[config.mk]
export PLATFORM = sky130hd
export DESIGN_NAME = atc_mul
export DESIGN_NICKNAME = d
export VERILOG_FILES = /design/src/sv/atc_pkg.sv /design/src/sv/atc_mul.sv
export SDC_FILE = /design/constraint.sdc
export NUM_CORES = 2
export LEC_CHECK = 0
export BUFFER_PORTS_ARGS = -buffer_cell sky130_fd_sc_hd__buf_2
export CAP_MARGIN = 20
export CORE_MARGIN = 3
export CORE_UTILIZATION = 63
export CTS_CLUSTER_DIAMETER = 100
export DETAILED_ROUTE_END_ITERATION = 10
export PLACE_DENSITY = 0.9
export SLEW_MARGIN = 20
export SYNTH_ARGS = -nofsm -noshare
export SYNTH_HDL_FRONTEND = slang
export SYNTH_SLANG_ARGS = --single-unit
export TNS_END_PERCENT = 50
[constraint.sdc]
create_clock -name clk_i -period 9.83 [get_ports clk_i]
set_clock_uncertainty 0.15 [all_clocks]
set_input_delay 2.4575 -clock clk_i [delete_from_list [all_inputs] [get_ports clk_i]]
set_output_delay 2.4575 -clock clk_i [all_outputs]
set_load 0.005 [all_outputs]
[src/sv/atc_pkg.sv]
// Shared types, widths and constants of the altitude thrust controller.
// Used by atc_mul, atc_div and altitude_thrust_controller; no dependencies.
package atc_pkg;

  localparam int unsigned CFG_W   = 24;  // width of every configuration register
  localparam int unsigned IDX_W   = 3;   // register index width
  localparam int unsigned MUL_A_W = 34;  // signed multiplier operand A
  localparam int unsigned MUL_B_W = 25;  // signed multiplier operand B
  localparam int unsigned PROD_W  = MUL_A_W + MUL_B_W;
  localparam int unsigned WIDE_W  = 44;  // intermediate sums before saturation
  localparam int unsigned DIV_N_W = 58;  // unsigned dividend / quotient width
  localparam int unsigned DIV_D_W = 17;  // unsigned divisor width
  localparam int unsigned DIV_STEPS = DIV_N_W / 2;  // two quotient bits per cycle
  localparam int unsigned DIV_CNT_W = $clog2(DIV_STEPS);
  localparam int unsigned LIM_W   = 40;  // width of a rate limit quotient

  // 9.81 in Q16.16
  localparam logic [31:0] GRAVITY_Q16 = 32'd642908;

  localparam logic [CFG_W-1:0] ASCENT_RST  = 24'd6553600;
  localparam logic [CFG_W-1:0] DESCENT_RST = 24'd6553600;
  localparam logic [CFG_W-1:0] MASS_RST    = 24'd65536;

  typedef enum logic [IDX_W-1:0] {
    REG_POS_GAIN      = 3'd0,
    REG_INTEGRAL_GAIN = 3'd1,
    REG_VEL_GAIN      = 3'd2,
    REG_ASCENT_LIMIT  = 3'd3,
    REG_DESCENT_LIMIT = 3'd4,
    REG_VEHICLE_MASS  = 3'd5
  } reg_idx_e;

  typedef enum logic [1:0] {
    STAT_OK   = 2'd0,
    STAT_SAT  = 2'd1,
    STAT_TILT = 2'd2
  } status_e;

  typedef struct packed {
    logic busy;
    logic done;
  } div_status_t;

  typedef struct packed {
    logic        ovf;
    logic [31:0] val;
  } sat32_t;

  // Saturate a wide signed value to the 32-bit signed range.
  function automatic sat32_t sat32(input logic [WIDE_W-1:0] v);
    sat32_t r;
    r.ovf = !((v[WIDE_W-1:31] == '0) || (v[WIDE_W-1:31] == '1));
    if (r.ovf) begin
      r.val = v[WIDE_W-1] ? 32'h8000_0000 : 32'h7fff_ffff;
    end else begin
      r.val = v[31:0];
    end
    return r;
  endfunction

endpackage

[src/sv/atc_mul.sv]
// Shared signed multiplier of the altitude thrust controller, product registered.
// Depends on atc_pkg for operand widths.
module atc_mul (
  input  logic                               clk_i,
  input  logic signed [atc_pkg::MUL_A_W-1:0] op_a_i,
  input  logic signed [atc_pkg::MUL_B_W-1:0] op_b_i,
  output logic signed [atc_pkg::PROD_W-1:0]  prod_o
);

  logic signed [atc_pkg::PROD_W-1:0] prod_d, prod_q;

  assign prod_d = atc_pkg::PROD_W'(op_a_i) * atc_pkg::PROD_W'(op_b_i);

  always_ff @(posedge clk_i) begin
    prod_q <= prod_d;
  end

  assign prod_o = prod_q;

endmodule

==> results by group <==
STA
  – Least-Margin Pin Slew: 0.704 ns
  – Final worst-path cycle share: 97.6%
  – Fmax: 104 MHz
  – Setup TNS: 0 ns
  – Final count of negative-setup-slack endpoints: 0
  – Slew Viols, Final: 0
  – Post-route worst setup slack: 0.233 ns
  – Hold Vio Cnt, Final: 0
  – Unrepaired setup endpoints after global routing: false
  – Min Tclk post-route: ~9.6 ns
  – Worst slew margin: 53.1%

Routing
  – WL final: between 80000 and 90000 um
  – M1 WL: about 27000 um
  – Post-DR wirelength/cell: just over 20 um
  – DR top layer: met5
  – Via density: approximately 5.8
  – Via count: 23361
  – DR WL met2: roughly 42000 um
  – # DRC: 0
  – First-pass DRT Iterations: 8
  – Initial drt markers: between 2000 and 2500
  – Met3 WL post-DR: approximately 7100 um
  – Routed Antenna Nets: 0

Logic synthesis
  – Yosys warning total: 0
  – Most common cell in the netlist: fa_1
  – FF+latch count, synth: 59
  – Most area-consuming cells after synthesis: fa_1, inv_1, and2_1
  – Sequential fraction of the synthesis area: 3.81%
  – Mapped Avg Cell Area: ~9.4 um^2
  – Mapped Area: slightly above 30000 um^2
  – Library cells used by synthesis: 55
  – Post-synth EDFFs: 0
  – Syn Inst Count: 3304
  – Post-synth ARST share: 0%
  – Top FF cell, synth: dfxtp_1
  – Post-synth top area cell: fa_1
  – Top cell type's share of synthesized area: 55.8%
  – Top cells by count, synth: fa_1, inv_1, nand2_1
  – Synth Net Count: 4388

Placement
  – Gp weighted congestion: roughly 0.94
  – HPWL after DPL: 70400 um
  – IO buf count: approximately 120
  – Place WS: -0.119 ns

Clock network
  – H-tree levels: 3
  – CTS clk-pin slew, worst paths: about 0.07 ns
  – Root buf cell: clkbuf_16
  – CTS tree: built
  – Post-CTS setup repair buffer count: 0
  – Clock Path Buffers: 2
  – Post-CTS sizing: 0
  – Hold buffers post-CTS: 0
  – CTS sink cnt: 59
  – CTS buffer count: 9

Floorplan
  – Core area: just under 50000 um^2
  – Ports: 119
  – Chip Width: roughly 230 um
  – Die ar.: a little over 50000 um^2
  – Starting Density: 64.4%
  – Die height: 228 um
  – Rows: 80

Setup path
  – Worst Path Required: 9.93 ns
  – Critical Path Fanout Max: 23
  – Startpoint types: input port
  – Critical path class: input port to register
  – Setup crit end kind: register
  – Worst Path Arrival: 9.70 ns

Job
  – Maxcap violations: 0

Cells and area
  – Area of the multi-input gates: 26200 um^2
  – Largest register FFs: 59
  – Storage element area: 1180 um^2
  – Area grow syn2layout: 5.63%
  – # nets final: 4440
  – Fillers: 3431
  – Proportion of layout cells with a drive suffix above 1: 6.93%

GRT
  – GR Overflow Total: 0
  – First-pass GRT wire length: 138000 um
  – Number of global-route vias before repair: 26854
  – GRT Overall Usage: 33.9%
  – Largest net degree at the start of global routing: 35
  – Initial antenna violation count: 7

Outcome
  – Status: completed

Min path
  – Hold Crit Depth: 3
  – Min-delay worst type: input port to register
metrics by stage:
step	cells	area [um^2]	util, %	hold WS [ns]
3_5_place_dp	4001	32400	67.4	2.68
5_1_grt	4017	32700	68.0	2.53
4_1_cts	4017	32700	68.0	2.50
3_3_place_gp	4001	32400	67.4	2.69
6_report	4021	32800	68.0	2.53
2_1_floorplan	3304	31000	-	2.43
cells in the final DEF (no fill, tap or decap), types with 5 or more instances in the layout:
cell type / n
xor2_1: 20
o211ai_1: 6
a21oi_1: 67
nor2b_1: 28
o21bai_1: 9
ha_1: 159
nand2_1: 440
nor3_1: 6
o21ai_1: 16
a31oi_1: 8
nand2b_1: 8
inv_1: 814
xnor2_1: 48
fa_1: 865
nand4_1: 10
nand3_1: 16
o21a_1: 7
nor2_1: 28
buf_4: 82
a211oi_1: 5
o21ai_0: 26
buf_2: 115
clkbuf_16: 9
a21o_1: 27
dfxtp_1: 59
and2_1: 425
layer usage:
layer  GRT usage (%)  vias to the layer above
met4            23.3                        4
met1            38.4                    11906
met3            6.52                      468
li1                -                     9565
met2            58.2                     1418
met5               0                        -
final timing paths:
check | from | to | slack [ns]
worst max-delay path | op_b_i[4] | prod_o[55] | 0.23
worst min-delay path | op_a_i[0] | prod_o[0] | 2.53
cell families (layout without fill, tap and decap cells):
kind of cell	Yosys count	in the layout	synth area share [%]
buffers and inverters	973	1030	11.8
muxes	2	2	0.0686
adders and majority gates	1024	1024	62.3
DFF	59	59	3.81
and+or+nand+nor	974	974	15.8
AOI/OAI and AO/OA	204	204	4.34
xor gates and xnor gates	68	68	1.92
other	0	4	0
final cells by class:
class | instances | share of cell area [%]
Antenna cell | 4 | 0.0306
Clock buffer | 9 | 0.688
Clock inverter | 7 | 0.233
Inverter | 814 | 9.33
Multi-Input combinational cell | 2272 | 79.9
Sequential cell | 59 | 3.61
Tap cell | 656 | 2.51
Timing Repair Buffer | 200 | 3.71
critical path, stage by stage:
cell and delay (ns):
buf_2 0.43, nand2_1 0.19, fa_1 0.57, inv_1 0.06
fa_1 0.49, inv_1 0.06, fa_1 0.50, fa_1 0.52
inv_1 0.07, fa_1 0.53, fa_1 0.62, fa_1 0.46
ha_1 0.39, a21oi_1 0.26, o21ai_0 0.23, a31oi_1 0.30
nand4_1 0.26, o2111ai_1 0.28, buf_4 0.16, a21oi_1 0.10
o21ai_1 0.37, mux2i_1 0.24, o2111ai_1 0.12
Power is not shown: default switching activity piles up to over one toggle a cycle in this logic, so the estimate is an artifact.
